[config.mk]
export PLATFORM = sky130hd
export DESIGN_NAME = pairing_handshake_sequencer_flat
export DESIGN_NICKNAME = d
export VERILOG_FILES = /design/src/design/phs_pkg.sv /design/src/design/phs_if.sv /design/src/design/phs_csr.sv /design/src/design/phs_core.sv /design/src/design/pairing_handshake_sequencer.sv /design/src/flat_wrapper.sv
export SDC_FILE = /design/constraint.sdc
export NUM_CORES = 1
export LEC_CHECK = 0
export BUFFER_PORTS_ARGS = -buffer_cell sky130_fd_sc_hd__buf_2
export CAP_MARGIN = 5
export CORE_ASPECT_RATIO = 2
export CORE_UTILIZATION = 50
export CTS_BUF_LIST = sky130_fd_sc_hd__clkbuf_8 sky130_fd_sc_hd__clkbuf_16
export DETAILED_ROUTE_END_ITERATION = 7
export PLACE_DENSITY = 0.83
export SYNTH_ARGS = -nofsm -noshare
export SYNTH_HDL_FRONTEND = slang
export SYNTH_HIERARCHICAL = 1
export SYNTH_SLANG_ARGS = --single-unit
[constraint.sdc]
create_clock -name clock -period 7 [get_ports clock]
set_clock_uncertainty 0.2 [all_clocks]
set_input_delay 1.05 -clock clock [delete_from_list [all_inputs] [get_ports clock]]
set_output_delay 1.05 -clock clock [all_outputs]
set_load 0.01 [all_outputs]
[src/design/phs_pkg.sv]
// shared types, codes and constants of the pairing handshake sequencer
`timescale 1ns / 1ps
`default_nettype none

package phs_pkg;

   // field widths of the channel words
   localparam int REQ_TYPE_W  = 3;
   localparam int TIME_W      = 32;
   localparam int ADDR_W      = 24;
   localparam int CHAN_W      = 8;
   localparam int COUNT_W     = 8;
   localparam int STATE_W     = 4;
   localparam int STEP_W      = 2;
   localparam int GAP_W       = 16;
   localparam int BACKOFF_W   = 19;

   // configuration port
   localparam int CSR_INDEX_W = 3;
   localparam int CSR_DATA_W  = 19;

   typedef enum logic [CSR_INDEX_W-1:0] {
      CSR_INTER_PACKET   = 3'd0,
      CSR_MAX_BACKOFF    = 3'd1,
      CSR_RETRY_LIMIT    = 3'd2,
      CSR_COUNTER_TOP    = 3'd3,
      CSR_DEFAULT_PACKETS = 3'd4
   } csr_index_type;

   // register reset values
   localparam logic [GAP_W-1:0]     INTER_PACKET_RESET    = 16'd10;
   localparam logic [BACKOFF_W-1:0] MAX_BACKOFF_RESET     = 19'd1000;
   localparam logic [COUNT_W-1:0]   RETRY_LIMIT_RESET     = 8'd3;
   localparam logic [COUNT_W-1:0]   COUNTER_TOP_RESET     = 8'd255;
   localparam logic [COUNT_W-1:0]   DEFAULT_PACKETS_RESET = 8'd2;

   // backoff shift: retries below the limit shift by their count, else by the cap
   localparam logic [COUNT_W-1:0] SHIFT_LIMIT = 8'd4;
   localparam logic [1:0]         SHIFT_CAP   = 2'd3;
   localparam logic [COUNT_W-1:0] RETRY_SAT   = 8'd255;

   typedef enum logic [REQ_TYPE_W-1:0] {
      REQ_START        = 3'd0,
      REQ_CONFIRM_UP   = 3'd1,
      REQ_CONFIRM_DOWN = 3'd2,
      REQ_CANCEL       = 3'd3,
      REQ_TX_COMPLETE  = 3'd4,
      REQ_TX_ISSUED    = 3'd5
   } req_op_type;

   typedef enum logic [STATE_W-1:0] {
      PH_IDLE      = 4'd0,
      PH_PROG      = 4'd1,
      PH_WAIT_UP   = 4'd2,
      PH_CONF_UP   = 4'd3,
      PH_WAIT_DOWN = 4'd4,
      PH_CONF_DOWN = 4'd5,
      PH_COMPLETE  = 4'd6,
      PH_FAILED    = 4'd7,
      PH_CANCELLED = 4'd8,
      PH_TIMED_OUT = 4'd9
   } phase_type;

   typedef enum logic [STEP_W-1:0] {
      STEP_NONE = 2'd0,
      STEP_PROG = 2'd1,
      STEP_UP   = 2'd2,
      STEP_DOWN = 2'd3
   } step_type;

   typedef struct packed {
      logic [GAP_W-1:0]     frame_gap;
      logic [BACKOFF_W-1:0] backoff_cap;
      logic [COUNT_W-1:0]   send_retry_limit;
      logic [COUNT_W-1:0]   counter_top;
   } cfg_type;

   typedef struct packed {
      logic [REQ_TYPE_W-1:0] req_type;
      logic [TIME_W-1:0]     now_ms;
      logic [ADDR_W-1:0]     sender_addr;
      logic [CHAN_W-1:0]     channel;
      logic [COUNT_W-1:0]    packets;
      logic [TIME_W-1:0]     session_len;
      logic                  tx_success;
   } req_word_type;

   typedef struct packed {
      logic               accepted;
      phase_type          session_state;
      step_type           step_code;
      logic               program_frame;
      logic [COUNT_W-1:0] frame_counter;
      logic [TIME_W-1:0]  next_attempt_ms;
      logic [TIME_W-1:0]  deadline_ms;
      logic [ADDR_W-1:0]  addr_out;
      logic [CHAN_W-1:0]  channel_out;
   } rsp_word_type;

endpackage

`default_nettype wire

[src/design/phs_if.sv]
// request and response channel interfaces of the pairing handshake sequencer
`timescale 1ns / 1ps
`default_nettype none

interface phs_req_if
   import phs_pkg::*;
();
   logic                  valid;
   logic                  ready;
   logic [REQ_TYPE_W-1:0] req_type;
   logic [TIME_W-1:0]     now_ms;
   logic [ADDR_W-1:0]     sender_addr;
   logic [CHAN_W-1:0]     channel;
   logic [COUNT_W-1:0]    packets;
   logic [TIME_W-1:0]     session_len;
   logic                  tx_success;

   modport source (
      output valid, req_type, now_ms, sender_addr, channel, packets,
             session_len, tx_success,
      input  ready
   );
   modport sink (
      input  valid, req_type, now_ms, sender_addr, channel, packets,
             session_len, tx_success,
      output ready
   );
endinterface

interface phs_rsp_if
   import phs_pkg::*;
();
   logic               valid;
   logic               ready;
   logic               accepted;
   logic [STATE_W-1:0] session_state;
   logic [STEP_W-1:0]  step_code;
   logic               program_frame;
   logic [COUNT_W-1:0] frame_counter;
   logic [TIME_W-1:0]  next_attempt_ms;
   logic [TIME_W-1:0]  deadline_ms;
   logic [ADDR_W-1:0]  addr_out;
   logic [CHAN_W-1:0]  channel_out;

   modport source (
      output valid, accepted, session_state, step_code, program_frame, frame_counter,
             next_attempt_ms, deadline_ms, addr_out, channel_out,
      input  ready
   );
   modport sink (
      input  valid, accepted, session_state, step_code, program_frame, frame_counter,
             next_attempt_ms, deadline_ms, addr_out, channel_out,
      output ready
   );
endinterface

`default_nettype wire

[src/design/phs_csr.sv]
// configuration registers of the pairing handshake sequencer
`timescale 1ns / 1ps
`default_nettype none

module phs_csr
   import phs_pkg::*;
(
   input  logic                   clock,
   input  logic                   reset,
   input  logic                   csr_we,
   input  logic [CSR_INDEX_W-1:0] csr_index,
   input  logic [CSR_DATA_W-1:0]  csr_wdata,
   output cfg_type                cfg
);

   cfg_type cfg_ff;
   cfg_type cfg_in;

   always_comb begin
      cfg_in = cfg_ff;
      if (csr_we) begin
         case (csr_index_type'(csr_index))
            CSR_INTER_PACKET:    cfg_in.frame_gap        = csr_wdata[GAP_W-1:0];
            CSR_MAX_BACKOFF:     cfg_in.backoff_cap      = csr_wdata[BACKOFF_W-1:0];
            CSR_RETRY_LIMIT:     cfg_in.send_retry_limit = csr_wdata[COUNT_W-1:0];
            CSR_COUNTER_TOP:     cfg_in.counter_top      = csr_wdata[COUNT_W-1:0];
            // default frame count only matters at reset, nothing to hold
            CSR_DEFAULT_PACKETS: cfg_in = cfg_ff;
            default:             cfg_in = cfg_ff;
         endcase
      end
   end

   always_ff @(posedge clock) begin
      if (reset) begin
         cfg_ff.frame_gap        <= INTER_PACKET_RESET;
         cfg_ff.backoff_cap      <= MAX_BACKOFF_RESET;
         cfg_ff.send_retry_limit <= RETRY_LIMIT_RESET;
         cfg_ff.counter_top      <= COUNTER_TOP_RESET;
      end else begin
         cfg_ff <= cfg_in;
      end
   end

   assign cfg = cfg_ff;

endmodule

`default_nettype wire

[src/design/phs_core.sv]
// session state registers and per-word update logic
`timescale 1ns / 1ps
`default_nettype none

module phs_core
   import phs_pkg::*;
(
   input  logic         clock,
   input  logic         reset,
   input  logic         step_en,
   input  req_word_type req_word,
   input  cfg_type      cfg,
   output rsp_word_type rsp_word
);

   phase_type            phase_ff,       phase_in;
   step_type             queued_ff,      queued_in;
   logic [COUNT_W-1:0]   frames_sent_ff, frames_sent_in;
   logic [COUNT_W-1:0]   retry_ff,       retry_in;
   logic [COUNT_W-1:0]   fps_ff,         fps_in;
   logic [TIME_W-1:0]    attempt_ff,     attempt_in;
   logic [TIME_W-1:0]    deadline_ff,    deadline_in;
   logic                 pending_ff,     pending_in;
   logic [COUNT_W-1:0]   counter_ff,     counter_in;
   logic [ADDR_W-1:0]    addr_ff,        addr_in;
   logic [CHAN_W-1:0]    chan_ff,        chan_in;
   logic                 prog_ff,        prog_in;
   logic                 acc;

   logic                 active;
   logic [COUNT_W-1:0]   sent_inc;
   logic [COUNT_W-1:0]   retry_inc;
   logic [1:0]           shift;
   logic [BACKOFF_W-1:0] shifted;
   logic [BACKOFF_W-1:0] delay;
   logic [COUNT_W-1:0]   counter_bump;

   assign active = (phase_ff == PH_PROG) || (phase_ff == PH_WAIT_UP)
                || (phase_ff == PH_CONF_UP) || (phase_ff == PH_WAIT_DOWN)
                || (phase_ff == PH_CONF_DOWN);

   assign sent_inc  = frames_sent_ff + 8'd1;
   assign retry_inc = (retry_ff < RETRY_SAT) ? retry_ff + 8'd1 : retry_ff;

   // backoff uses the incremented retry count
   assign shift   = (retry_inc < SHIFT_LIMIT) ? retry_inc[1:0] : SHIFT_CAP;
   assign shifted = {{(BACKOFF_W-GAP_W){1'b0}}, cfg.frame_gap} << shift;
   assign delay   = (shifted > cfg.backoff_cap) ? cfg.backoff_cap : shifted;

   assign counter_bump = (counter_ff >= cfg.counter_top) ? 8'd1 : counter_ff + 8'd1;

   always_comb begin
      phase_in       = phase_ff;
      queued_in      = queued_ff;
      frames_sent_in = frames_sent_ff;
      retry_in       = retry_ff;
      fps_in         = fps_ff;
      attempt_in     = attempt_ff;
      deadline_in    = deadline_ff;
      pending_in     = pending_ff;
      counter_in     = counter_ff;
      addr_in        = addr_ff;
      chan_in        = chan_ff;
      prog_in        = prog_ff;
      acc            = 1'b0;

      case (req_op_type'(req_word.req_type))
         REQ_START: begin
            if (!active && !pending_ff && req_word.sender_addr != '0
                && req_word.channel != '0 && req_word.packets != '0) begin
               pending_in     = 1'b0;
               counter_in     = 8'd1;
               addr_in        = req_word.sender_addr;
               chan_in        = req_word.channel;
               fps_in         = req_word.packets;
               deadline_in    = req_word.now_ms + req_word.session_len;
               queued_in      = STEP_PROG;
               frames_sent_in = '0;
               retry_in       = '0;
               attempt_in     = '0;
               prog_in        = 1'b1;
               phase_in       = PH_PROG;
               acc            = 1'b1;
            end
         end
         REQ_CONFIRM_UP: begin
            if (phase_ff == PH_WAIT_UP && !pending_ff) begin
               queued_in      = STEP_UP;
               frames_sent_in = '0;
               retry_in       = '0;
               attempt_in     = '0;
               prog_in        = 1'b0;
               phase_in       = PH_CONF_UP;
               acc            = 1'b1;
            end
         end
         REQ_CONFIRM_DOWN: begin
            if (phase_ff == PH_WAIT_DOWN && !pending_ff) begin
               queued_in      = STEP_DOWN;
               frames_sent_in = '0;
               retry_in       = '0;
               attempt_in     = '0;
               prog_in        = 1'b0;
               phase_in       = PH_CONF_DOWN;
               acc            = 1'b1;
            end
         end
         REQ_CANCEL: begin
            if (!(phase_ff == PH_IDLE && !pending_ff)) begin
               queued_in      = STEP_NONE;
               frames_sent_in = '0;
               retry_in       = '0;
               attempt_in     = '0;
               pending_in     = 1'b0;
               phase_in       = PH_CANCELLED;
            end
         end
         REQ_TX_COMPLETE: begin
            if (pending_ff) begin
               pending_in = 1'b0;
               if (req_word.tx_success) begin
                  retry_in       = '0;
                  frames_sent_in = sent_inc;
                  if (sent_inc < fps_ff) begin
                     attempt_in = req_word.now_ms
                                + {{(TIME_W-GAP_W){1'b0}}, cfg.frame_gap};
                  end else begin
                     // step done: drop transport, advance counter and phase
                     queued_in      = STEP_NONE;
                     frames_sent_in = '0;
                     attempt_in     = '0;
                     counter_in     = counter_bump;
                     case (phase_ff)
                        PH_PROG:      phase_in = PH_WAIT_UP;
                        PH_CONF_UP:   phase_in = PH_WAIT_DOWN;
                        PH_CONF_DOWN: phase_in = PH_COMPLETE;
                        default:      phase_in = PH_FAILED;
                     endcase
                  end
               end else begin
                  retry_in = retry_inc;
                  if (retry_inc > cfg.send_retry_limit) begin
                     queued_in      = STEP_NONE;
                     frames_sent_in = '0;
                     retry_in       = '0;
                     attempt_in     = '0;
                     phase_in       = PH_FAILED;
                  end else begin
                     attempt_in = req_word.now_ms + {{(TIME_W-BACKOFF_W){1'b0}}, delay};
                  end
               end
            end
         end
         REQ_TX_ISSUED: begin
            if (queued_ff != STEP_NONE) begin
               pending_in = 1'b1;
            end
         end
         default: begin
            acc = 1'b0;
         end
      endcase
   end

   always_ff @(posedge clock) begin
      if (reset) begin
         phase_ff       <= PH_IDLE;
         queued_ff      <= STEP_NONE;
         frames_sent_ff <= '0;
         retry_ff       <= '0;
         fps_ff         <= DEFAULT_PACKETS_RESET;
         attempt_ff     <= '0;
         deadline_ff    <= '0;
         pending_ff     <= 1'b0;
         counter_ff     <= 8'd1;
         addr_ff        <= '0;
         chan_ff        <= '0;
         prog_ff        <= 1'b1;
      end else if (step_en) begin
         phase_ff       <= phase_in;
         queued_ff      <= queued_in;
         frames_sent_ff <= frames_sent_in;
         retry_ff       <= retry_in;
         fps_ff         <= fps_in;
         attempt_ff     <= attempt_in;
         deadline_ff    <= deadline_in;
         pending_ff     <= pending_in;
         counter_ff     <= counter_in;
         addr_ff        <= addr_in;
         chan_ff        <= chan_in;
         prog_ff        <= prog_in;
      end
   end

   // the response reports the state after this word
   always_comb begin
      rsp_word.accepted        = acc;
      rsp_word.session_state   = phase_in;
      rsp_word.step_code       = queued_in;
      rsp_word.program_frame   = prog_in;
      rsp_word.frame_counter   = counter_in;
      rsp_word.next_attempt_ms = attempt_in;
      rsp_word.deadline_ms     = deadline_in;
      rsp_word.addr_out        = addr_in;
      rsp_word.channel_out     = chan_in;
   end

endmodule

`default_nettype wire

[src/design/pairing_handshake_sequencer.sv]
// top level of the pairing handshake sequencer: channels, registers and checks
`timescale 1ns / 1ps
`default_nettype none

// channel     dir  handshake          word
// ---------   ---  -----------------  -------------------------------------------
// req_chan    in   valid/ready        request type, time, start operands, tx result
// rsp_chan    out  valid/ready        accepted flag and session status after word
// csr_*       in   csr_we, no stall   register index and data, write only
//
// one response word per request word, one word per cycle sustained while the receiver takes every response
// a word passes the input register, then the update logic into the output register
// the session update closes its loop through the state registers
// a request is taken while a finished response waits; stalls only when both are full
// reset is synchronous and clears both stages and the session state

module pairing_handshake_sequencer
   import phs_pkg::*;
(
   input  logic                   clock,
   input  logic                   reset,
   phs_req_if.sink                req_chan,
   phs_rsp_if.source              rsp_chan,
   input  logic                   csr_we,
   input  logic [CSR_INDEX_W-1:0] csr_index,
   input  logic [CSR_DATA_W-1:0]  csr_wdata
);

   cfg_type      cfg;
   req_word_type req_word_ff, req_word_in;
   logic         req_valid_ff;
   rsp_word_type rsp_word_ff, rsp_word_in;
   logic         rsp_valid_ff;
   logic         advance;
   logic         req_take;

   // configuration registers
   phs_csr u_csr (
      .clock     (clock),
      .reset     (reset),
      .csr_we    (csr_we),
      .csr_index (csr_index),
      .csr_wdata (csr_wdata),
      .cfg       (cfg)
   );

   // word moves from input register to output register when the output is empty or its word is being taken
   assign advance  = req_valid_ff && (!rsp_valid_ff || rsp_chan.ready);
   assign req_take = req_chan.valid && req_chan.ready;

   assign req_chan.ready = !req_valid_ff || advance;

   // gather the request word from the channel
   always_comb begin
      req_word_in.req_type    = req_chan.req_type;
      req_word_in.now_ms      = req_chan.now_ms;
      req_word_in.sender_addr = req_chan.sender_addr;
      req_word_in.channel     = req_chan.channel;
      req_word_in.packets     = req_chan.packets;
      req_word_in.session_len = req_chan.session_len;
      req_word_in.tx_success  = req_chan.tx_success;
   end

   // input register
   always_ff @(posedge clock) begin
      if (reset) begin
         req_valid_ff <= 1'b0;
      end else if (req_chan.ready) begin
         req_valid_ff <= req_chan.valid;
      end
   end

   always_ff @(posedge clock) begin
      if (req_take) begin
         req_word_ff <= req_word_in;
      end
   end

   // session update, state advances only with the word
   phs_core u_core (
      .clock    (clock),
      .reset    (reset),
      .step_en  (advance),
      .req_word (req_word_ff),
      .cfg      (cfg),
      .rsp_word (rsp_word_in)
   );

   // output register
   always_ff @(posedge clock) begin
      if (reset) begin
         rsp_valid_ff <= 1'b0;
      end else if (advance) begin
         rsp_valid_ff <= 1'b1;
      end else if (rsp_chan.ready) begin
         rsp_valid_ff <= 1'b0;
      end
   end

   always_ff @(posedge clock) begin
      if (advance) begin
         rsp_word_ff <= rsp_word_in;
      end
   end

   assign rsp_chan.valid           = rsp_valid_ff;
   assign rsp_chan.accepted        = rsp_word_ff.accepted;
   assign rsp_chan.session_state   = rsp_word_ff.session_state;
   assign rsp_chan.step_code       = rsp_word_ff.step_code;
   assign rsp_chan.program_frame   = rsp_word_ff.program_frame;
   assign rsp_chan.frame_counter   = rsp_word_ff.frame_counter;
   assign rsp_chan.next_attempt_ms = rsp_word_ff.next_attempt_ms;
   assign rsp_chan.deadline_ms     = rsp_word_ff.deadline_ms;
   assign rsp_chan.addr_out        = rsp_word_ff.addr_out;
   assign rsp_chan.channel_out     = rsp_word_ff.channel_out;

   // a taken start or confirm always leaves a step queued
   a_accept_queues: assert property (@(posedge clock) disable iff (reset)
      rsp_valid_ff && rsp_word_ff.accepted |-> rsp_word_ff.step_code != STEP_NONE)
      else $error("accepted word without a queued step");

   // a taken start or confirm lands in a sending phase
   a_accept_phase: assert property (@(posedge clock) disable iff (reset)
      rsp_valid_ff && rsp_word_ff.accepted |->
         rsp_word_ff.session_state == PH_PROG || rsp_word_ff.session_state == PH_CONF_UP
         || rsp_word_ff.session_state == PH_CONF_DOWN)
      else $error("accepted word outside a sending phase");

   // a held request word is not lost while the output stalls
   a_hold_input: assert property (@(posedge clock) disable iff (reset)
      req_valid_ff && !advance |=> req_valid_ff && $stable(req_word_ff))
      else $error("stalled request word dropped or changed");

   // a word that advanced shows up at the output next cycle
   a_advance_out: assert property (@(posedge clock) disable iff (reset)
      advance |=> rsp_valid_ff)
      else $error("advanced word missing at output");

endmodule

`default_nettype wire

[src/flat_wrapper.sv]
// flat-port wrapper written by rule: the top's interface ports become plain ports
module pairing_handshake_sequencer_flat import phs_pkg::*;
  (clock, reset, csr_we, csr_index, csr_wdata, req_chan_valid, req_chan_req_type, req_chan_now_ms, req_chan_sender_addr, req_chan_channel, req_chan_packets, req_chan_session_len, req_chan_tx_success, req_chan_ready, rsp_chan_valid, rsp_chan_accepted, rsp_chan_session_state, rsp_chan_step_code, rsp_chan_program_frame, rsp_chan_frame_counter, rsp_chan_next_attempt_ms, rsp_chan_deadline_ms, rsp_chan_addr_out, rsp_chan_channel_out, rsp_chan_ready);
  phs_req_if req_chan_i ();
  phs_rsp_if rsp_chan_i ();
  input  logic clock;
  input  logic reset;
  input  logic csr_we;
  input  logic [CSR_INDEX_W-1:0] csr_index;
  input  logic [CSR_DATA_W-1:0] csr_wdata;
  input wire logic [$bits(req_chan_i.valid)-1:0] req_chan_valid;
  input wire logic [$bits(req_chan_i.req_type)-1:0] req_chan_req_type;
  input wire logic [$bits(req_chan_i.now_ms)-1:0] req_chan_now_ms;
  input wire logic [$bits(req_chan_i.sender_addr)-1:0] req_chan_sender_addr;
  input wire logic [$bits(req_chan_i.channel)-1:0] req_chan_channel;
  input wire logic [$bits(req_chan_i.packets)-1:0] req_chan_packets;
  input wire logic [$bits(req_chan_i.session_len)-1:0] req_chan_session_len;
  input wire logic [$bits(req_chan_i.tx_success)-1:0] req_chan_tx_success;
  output wire logic [$bits(req_chan_i.ready)-1:0] req_chan_ready;
  output wire logic [$bits(rsp_chan_i.valid)-1:0] rsp_chan_valid;
  output wire logic [$bits(rsp_chan_i.accepted)-1:0] rsp_chan_accepted;
  output wire logic [$bits(rsp_chan_i.session_state)-1:0] rsp_chan_session_state;
  output wire logic [$bits(rsp_chan_i.step_code)-1:0] rsp_chan_step_code;
  output wire logic [$bits(rsp_chan_i.program_frame)-1:0] rsp_chan_program_frame;
  output wire logic [$bits(rsp_chan_i.frame_counter)-1:0] rsp_chan_frame_counter;
  output wire logic [$bits(rsp_chan_i.next_attempt_ms)-1:0] rsp_chan_next_attempt_ms;
  output wire logic [$bits(rsp_chan_i.deadline_ms)-1:0] rsp_chan_deadline_ms;
  output wire logic [$bits(rsp_chan_i.addr_out)-1:0] rsp_chan_addr_out;
  output wire logic [$bits(rsp_chan_i.channel_out)-1:0] rsp_chan_channel_out;
  input wire logic [$bits(rsp_chan_i.ready)-1:0] rsp_chan_ready;
  assign req_chan_i.valid = req_chan_valid;
  assign req_chan_i.req_type = req_chan_req_type;
  assign req_chan_i.now_ms = req_chan_now_ms;
  assign req_chan_i.sender_addr = req_chan_sender_addr;
  assign req_chan_i.channel = req_chan_channel;
  assign req_chan_i.packets = req_chan_packets;
  assign req_chan_i.session_len = req_chan_session_len;
  assign req_chan_i.tx_success = req_chan_tx_success;
  assign req_chan_ready = req_chan_i.ready;
  assign rsp_chan_valid = rsp_chan_i.valid;
  assign rsp_chan_accepted = rsp_chan_i.accepted;
  assign rsp_chan_session_state = rsp_chan_i.session_state;
  assign rsp_chan_step_code = rsp_chan_i.step_code;
  assign rsp_chan_program_frame = rsp_chan_i.program_frame;
  assign rsp_chan_frame_counter = rsp_chan_i.frame_counter;
  assign rsp_chan_next_attempt_ms = rsp_chan_i.next_attempt_ms;
  assign rsp_chan_deadline_ms = rsp_chan_i.deadline_ms;
  assign rsp_chan_addr_out = rsp_chan_i.addr_out;
  assign rsp_chan_channel_out = rsp_chan_i.channel_out;
  assign rsp_chan_i.ready = rsp_chan_ready;
  pairing_handshake_sequencer u_core (.clock(clock), .reset(reset), .req_chan(req_chan_i), .rsp_chan(rsp_chan_i), .csr_we(csr_we), .csr_index(csr_index), .csr_wdata(csr_wdata));
endmodule
## Word level (Yosys, flattened, before mapping)

Cells that the tools add are included.

| cells by class | value |
|---|---|
| $add $sub $neg | 6 |
| multipliers | 0 |
| divide/modulo/power cells | 0 |
| order comparisons | 6 |
| equality and inequality tests | 20 |
| shifts and indexed selects | 1 |
| mux-type cells | 70 |
| bitwise operators | 0 |
| reduce and logical (&&, ||, !) cells | 37 |

Operator list:

| kind | count |
|---|---|
| $mux 32 | 10 |
| $pmux 32 s5 | 1 |
| $mux 8 | 19 |
| $pmux 8 s5 | 2 |
| $mux 24 | 2 |
| $add 32x16->32 | 1 |
| $add 32x19->32 | 1 |
| $add 32x32->32 | 1 |
| $mux 4 | 8 |
| $add 8x1->8 const B | 3 |
| $reduce_bool 24->1 | 1 |
| $pmux 4 s5 | 1 |
| $gt 19x19->1 | 1 |
| $mux 19 | 1 |
| $shl 16x2->19 | 1 |
| $mux 2 | 9 |
| $pmux 8 s2 | 1 |
| $reduce_bool 8->1 | 2 |
| $eq 3x2->1 const B | 4 |
| $ne 2x2->1 const B | 6 |
| $mux 1 | 11 |
| $pmux 2 s5 | 1 |
| $logic_and 1x1->1 | 9 |
| $pmux 3 s3 | 1 |
| 25 further kinds | 43 |

| word-level totals | value |
|---|---|
| register bits | 409 |
| bits in latches | 0 |
| bits in writable memories | 0 |
| ROM bits | 0 |
| input port bits | 135 |
| output and inout port bits | 114 |
| word-level logic and storage cells | 174 |
| memories kept | 0 |

## Longest topological paths before layout

| logic depth | value |
|---|---|
| word-level depth | 12 |
| depth in mapped cells | 31 |
| mapped depth without buffers | 27 |

## Hierarchy

Netlist, hierarchy kept.

By module, submodules not included:

| module | instances | cells each | area each (µm²) | seq. area each (µm²) |
|---|---|---|---|---|
| phs_core | 1 | 1827 | 13106.3 | 2722.6 |
| pairing_handshake_sequencer | 1 | 230 | 6710.2 | 6646.4 |
| phs_csr | 1 | 205 | 2125.8 | 1021.0 |

## Worst setup path after synthesis

Ideal clock, no wire load.

| timing path | value |
|---|---|
| path kind | register to register |
| start | reg u_core.u_core.retry_ff[0] |
| end | reg u_core.rsp_word_ff, in the netlist u_core/rsp_chan.next_attempt_ms[22], data pin |
| setup time | 265 ps |
| arrival | 6234 ps |
| required time | 6535 ps |
| slack | 301 ps |
| cell stages (with the launch flop) | 29 |
| buffers on the path | 4 |
| clock period less this slack | 6699 ps |
| path through | dfxtp_1 > ha_1 > and3_1 > and3_1 > mux2i_1 > nand3_1 > nor3_1 > buf_4 > buf_4 > mux2i_1 > mux2i_1 > ha_1 > nand4_1 > nor2_1 > nand2_1 > o41ai_2 > clkbuf_1 > mux2i_1 > ha_1 > fa_1 > a211oi_1 > o211ai_1 > and3_1 > o21ai_0 > and2_1 > o32ai_1 > clkbuf_1 > a32oi_1 > o21ai_1 |

RTL lines:

| item | RTL line | source |
|---|---|---|
| from (decl) | phs_core.sv:19 | `logic [COUNT_W-1:0] retry_ff, retry_in;` |
| from (signal assigned) | phs_core.sv:183 | `retry_ff <= retry_in;` |
| to (signal assigned) | pairing_handshake_sequencer.sv:102 | `rsp_word_ff <= rsp_word_in;` |
| to (decl) | pairing_handshake_sequencer.sv:32 | `rsp_word_type rsp_word_ff, rsp_word_in;` |

==> flow_results.xml <==
<?xml version="1.0" encoding="UTF-8"?>
<metrics>
  <group name="status">
    <metric name="outcome" unit="">complete, no violations</metric>
  </group>
  <group name="global_routing">
    <metric name="grt_pass1_wl" unit="um">95360</metric>
    <metric name="global_route.usage.total" unit="">0.2725</metric>
    <metric name="initial_antenna_violation_count" unit="">1</metric>
    <metric name="first_global_vias" unit="">17990</metric>
    <metric name="globalRoute.totalOverflow" unit="">0</metric>
    <metric name="grt_start_max_net_pins" unit="">93</metric>
  </group>
  <group name="worst_setup_path">
    <metric name="sum_of_buffers_and_inverters_on_the_critical_path" unit="">4</metric>
    <metric name="startpoint_type" unit="">register</metric>
    <metric name="launching_instance_or_port_of_the_critical_path" unit="">u_core/u_core/retry_ff[0]</metric>
    <metric name="origin_of_the_critical_flop_to_flop_path" unit="">u_core/u_core/retry_ff[0]</metric>
    <metric name="critical_path.max_fanout" unit="">11</metric>
    <metric name="crit_path_most_repeated_cell" unit="">sky130_fd_sc_hd__nand3_1</metric>
    <metric name="worst_r2r_path_depth" unit="">30</metric>
    <metric name="path_class" unit="">reg2reg</metric>
    <metric name="crit_path_end_kind" unit="">register</metric>
    <metric name="max_stage_delay" unit="ns">0.48</metric>
    <metric name="worst_ep_required_time" unit="ns">7.10</metric>
    <metric name="worstPathArrival" unit="ns">6.94</metric>
    <metric name="timing.rr.end" unit="">u_core/rsp_chan.next_attempt_ms[30]</metric>
    <metric name="reg_to_reg_slack_setup" unit="ns">0.15</metric>
    <metric name="critPathSlowestCell" unit="">sky130_fd_sc_hd__fa_1</metric>
    <metric name="critical-path-top-delay-family" unit="">simple AND/OR/NAND/NOR gates</metric>
  </group>
  <group name="sta">
    <metric name="final_period_minus_worst_setup_slack" unit="ns">6.845</metric>
    <metric name="finalWorstSetupSlack" unit="ns">0.1547</metric>
    <metric name="finalMaxSlewViolations" unit="">0</metric>
    <metric name="setup-violations-final" unit="">0</metric>
    <metric name="fin_crit_sh" unit="">0.9779</metric>
    <metric name="finalHoldViolations" unit="">0</metric>
    <metric name="max_clock_freq" unit="MHz">146.1</metric>
    <metric name="max_slew.worst_pin.slew" unit="ns">1.006</metric>
    <metric name="relSlewSlack" unit="">0.3237</metric>
    <metric name="grt_setup_unrepaired" unit="">true</metric>
  </group>
  <group name="synthesis">
    <metric name="synth.avg_cell_area" unit="sq um">9.700</metric>
    <metric name="synth.yosys.seq_area_share" unit="">0.4735</metric>
    <metric name="synth_enable_flop_cells" unit="">220</metric>
    <metric name="share_of_the_synthesized_area_in_the_top_cell_type" unit="">0.3011</metric>
    <metric name="postSynth.asyncResetShare" unit="">0</metric>
    <metric name="ys_seq_elements" unit="">409</metric>
    <metric name="synthFlopType" unit="">sky130_fd_sc_hd__edfxtp_1</metric>
    <metric name="post-synth-top-area-cell" unit="">sky130_fd_sc_hd__edfxtp_1</metric>
    <metric name="ys_top_cells_by_area" unit="">sky130_fd_sc_hd__edfxtp_1 30%, sky130_fd_sc_hd__dfxtp_1 17%, sky130_fd_sc_hd__ha_1 6.6%</metric>
    <metric name="netlist_instances" unit="">2262</metric>
    <metric name="synthesized_cell_area" unit="sq um">21940</metric>
    <metric name="post_synthesis_net_count" unit="">2515</metric>
    <metric name="yosys_warnings" unit="">6</metric>
    <metric name="ys_types" unit="">98</metric>
  </group>
  <group name="job">
    <metric name="maxCapViolCount" unit="">0</metric>
  </group>
  <group name="final_layout">
    <metric name="layout_overhead_on_the_synthesized_area" unit="%">16.43</metric>
    <metric name="utilization" unit="">0.5890</metric>
    <metric name="filler_cell_count_in_the_final_layout" unit="">3617</metric>
    <metric name="multiInputGateArea" unit="sq um">11040</metric>
    <metric name="fraction_of_layout_cells_with_a_size_suffix_above_1" unit="">0.1911</metric>
    <metric name="num-nets-final" unit="">2756</metric>
    <metric name="area.sequential" unit="sq um">10400</metric>
  </group>
  <group name="drt">
    <metric name="route.top_layer_used" unit="">met5</metric>
    <metric name="drt_first_pass_iters" unit="">6</metric>
    <metric name="drt-met1-wl" unit="um">22310</metric>
    <metric name="post_drt_via_cell_ratio" unit="">5.992</metric>
    <metric name="detailroute.via_count" unit="">18480</metric>
    <metric name="finalWirelength" unit="um">61640</metric>
    <metric name="drt-initial-drc-count" unit="">1361</metric>
    <metric name="wl_met3" unit="um">3599</metric>
    <metric name="final_antenna_net_count" unit="">0</metric>
    <metric name="dr_wl_met2" unit="um">31810</metric>
    <metric name="drcViolationCount" unit="">0</metric>
    <metric name="wl_per_cell" unit="um">19.99</metric>
  </group>
  <group name="power">
    <metric name="p_per_area" unit="nW/um^2">222.0</metric>
    <metric name="p_leak" unit="nW">10.83</metric>
    <metric name="worst_ir_drop_on_vdd" unit="mV">0.1959</metric>
  </group>
  <group name="placement">
    <metric name="buffer_ports.inserted" unit="">248</metric>
    <metric name="setup_slack_after_placement" unit="ns">-0.5281</metric>
    <metric name="place_hpwl" unit="um">44980</metric>
    <metric name="global_placement_routability_congestion" unit="">0.9729</metric>
  </group>
  <group name="die">
    <metric name="placementRows" unit="">108</metric>
    <metric name="core_region_area" unit="sq um">43380</metric>
    <metric name="die-area" unit="sq um">44780</metric>
    <metric name="die_w" unit="um">150.1</metric>
    <metric name="starting_density_of_the_core" unit="">0.5059</metric>
    <metric name="die_height" unit="um">298.3</metric>
    <metric name="io_pins" unit="">249</metric>
  </group>
  <group name="cts">
    <metric name="clock_sink_count" unit="">409</metric>
    <metric name="clockRootBuffer" unit="">sky130_fd_sc_hd__clkbuf_16</metric>
    <metric name="cts_inserted_buffers" unit="">38</metric>
    <metric name="clk_latency" unit="ns">0.57</metric>
    <metric name="clock_tree_from_tritoncts" unit="">yes</metric>
    <metric name="clk_pin_slew" unit="ns">0.07</metric>
    <metric name="max-clock-path-buffers" unit="">3</metric>
    <metric name="cts_htree_levels" unit="">2</metric>
  </group>
  <group name="hold_path">
    <metric name="holdPathStages" unit="">2</metric>
    <metric name="worst_hold_path_type" unit="">reg2reg</metric>
    <metric name="hold_path_end" unit="">u_core/u_core/deadline_ff[20]</metric>
    <metric name="min-delay-start" unit="">u_core/u_core/deadline_ff[20]</metric>
  </group>
</metrics>
## kinds of logic (layout without fill, tap and decap cells)
family                     count (synthesis)  after routing  synth area share
AOI/OAI and AO/OA                        534            534            0.1601
DFF                                      409            409            0.4735
buffers and inverters                    185            456           0.03438
other                                      0              1                 0
xor gates and xnor gates                  57             57           0.02275
muxes                                    131            131           0.06198
adders and majority gates                118            118           0.06831
and+or+nand+nor                          828            828            0.1790
## cell usage after synthesis, drive strengths merged, types with 9 or more instances
cell type and count:
a21boi 12, and3 21, xnor2 28, nand2b 68, a22oi 13, a311oi 9, nand4 22, or3 19
clkbuf 83, xor2 29, a21o 38, o21a 21, nand2 373, mux2 39, mux2i 92, a211oi 24
edfxtp 220, a32oi 14, a21oi 168, ha 115, nor3 28, o211a 9, nand3 68, o21ai 101
a31oi 16, o31ai 13, o211ai 20, buf 28, nor4 11, inv 73, dfxtp 189, nor2 147
nor2b 13
## power breakdown
| part | switching [mW] | internal [mW] |
|---|---|---|
| clock network | 0.980 | 1.24 |
| logic | 0.452 | 0.296 |
| registers | 0.0737 | 2.63 |
| total | 1.51 | 4.17 |
## worst max path at each step
stage                                     endpoint  slack [ns]  cells past startpoint
2_1_floorplan  u_core/rsp_chan.next_attempt_ms[22]        0.30                     28
3_3_place_gp          u_core/u_core/attempt_ff[31]       -0.29                     25
3_5_place_dp          u_core/u_core/attempt_ff[27]       -0.53                     25
4_1_cts               u_core/u_core/attempt_ff[31]        0.01                     31
5_1_grt        u_core/rsp_chan.next_attempt_ms[30]       -0.07                     31
6_report       u_core/rsp_chan.next_attempt_ms[30]        0.15                     30
## cell usage in the layout, fill, tap and decap left out, types with 29 or more instances in the layout
master	n
sky130_fd_sc_hd__nand2_1	372
sky130_fd_sc_hd__a21oi_1	162
sky130_fd_sc_hd__inv_1	78
sky130_fd_sc_hd__nor2_1	143
sky130_fd_sc_hd__clkbuf_16	39
sky130_fd_sc_hd__nand2b_1	68
sky130_fd_sc_hd__buf_4	57
sky130_fd_sc_hd__o21ai_0	86
sky130_fd_sc_hd__ha_1	113
sky130_fd_sc_hd__xor2_1	29
sky130_fd_sc_hd__mux2i_1	91
sky130_fd_sc_hd__mux2_2	39
sky130_fd_sc_hd__nand3_1	65
sky130_fd_sc_hd__buf_2	247
sky130_fd_sc_hd__a21o_1	38
sky130_fd_sc_hd__dfxtp_1	184
sky130_fd_sc_hd__edfxtp_1	220
## layout make-up
type,count,area share
Inverter,74,0.01087
Timing Repair Buffer,312,0.07003
Multi-Input combinational cell,1668,0.4323
Antenna cell,1,0.00009795
Clock inverter,30,0.01410
Tap cell,550,0.02694
Clock buffer,40,0.03874
Sequential cell,409,0.4069
## sequential cells by signal (all words and copies together) (netlist names), 24 cells and up
name and count:
u_core/req_word_ff 108, u_core/rsp_chan.addr_out 24, u_core/rsp_chan.deadline_ms 32, u_core/rsp_chan.next_attempt_ms 32
u_core/u_core/addr_ff 24, u_core/u_core/attempt_ff 32, u_core/u_core/deadline_ff 32, u_core/u_csr/cfg 51
## routing by layer
layer | global-route usage | vias up
li1 | - | 8701
met2 | 0.4953 | 800
met3 | 0.03032 | 223
met4 | 0.1599 | 2
met1 | 0.2992 | 8753
met5 | 0 | -
## tightest hold or removal path: stages, from the launching register on
cell and delay (ns):
sky130_fd_sc_hd__dfxtp_1 0.31, sky130_fd_sc_hd__nand2_1 0.05, sky130_fd_sc_hd__a21oi_1 0.05
## metrics by stage
stage	total power, mW	instances	instance area [sq um]	TNS [ns]	hold slack, ns
finish	5.673	3084	25550	0	0.2535
CTS	5.698	3075	25330	0	0.2531
detailed placement	3.468	3002	23920	-13.07	0.2439
global placement	3.447	3002	23920	-5.670	0.2389
global route	5.883	3083	25550	-0.4523	0.2691
floorplan	3.210	2262	21940	0	0.2329
## repair_timing
item                                    4_1_cts  5_1_grt
hold buffers                                  0        0
endpoints found under the setup margin       48       48
pin swaps                                     1        7
buffers inserted                              3        7
gates resized for setup                       9       28
No activity file was read; power rests on OpenSTA's default activity.
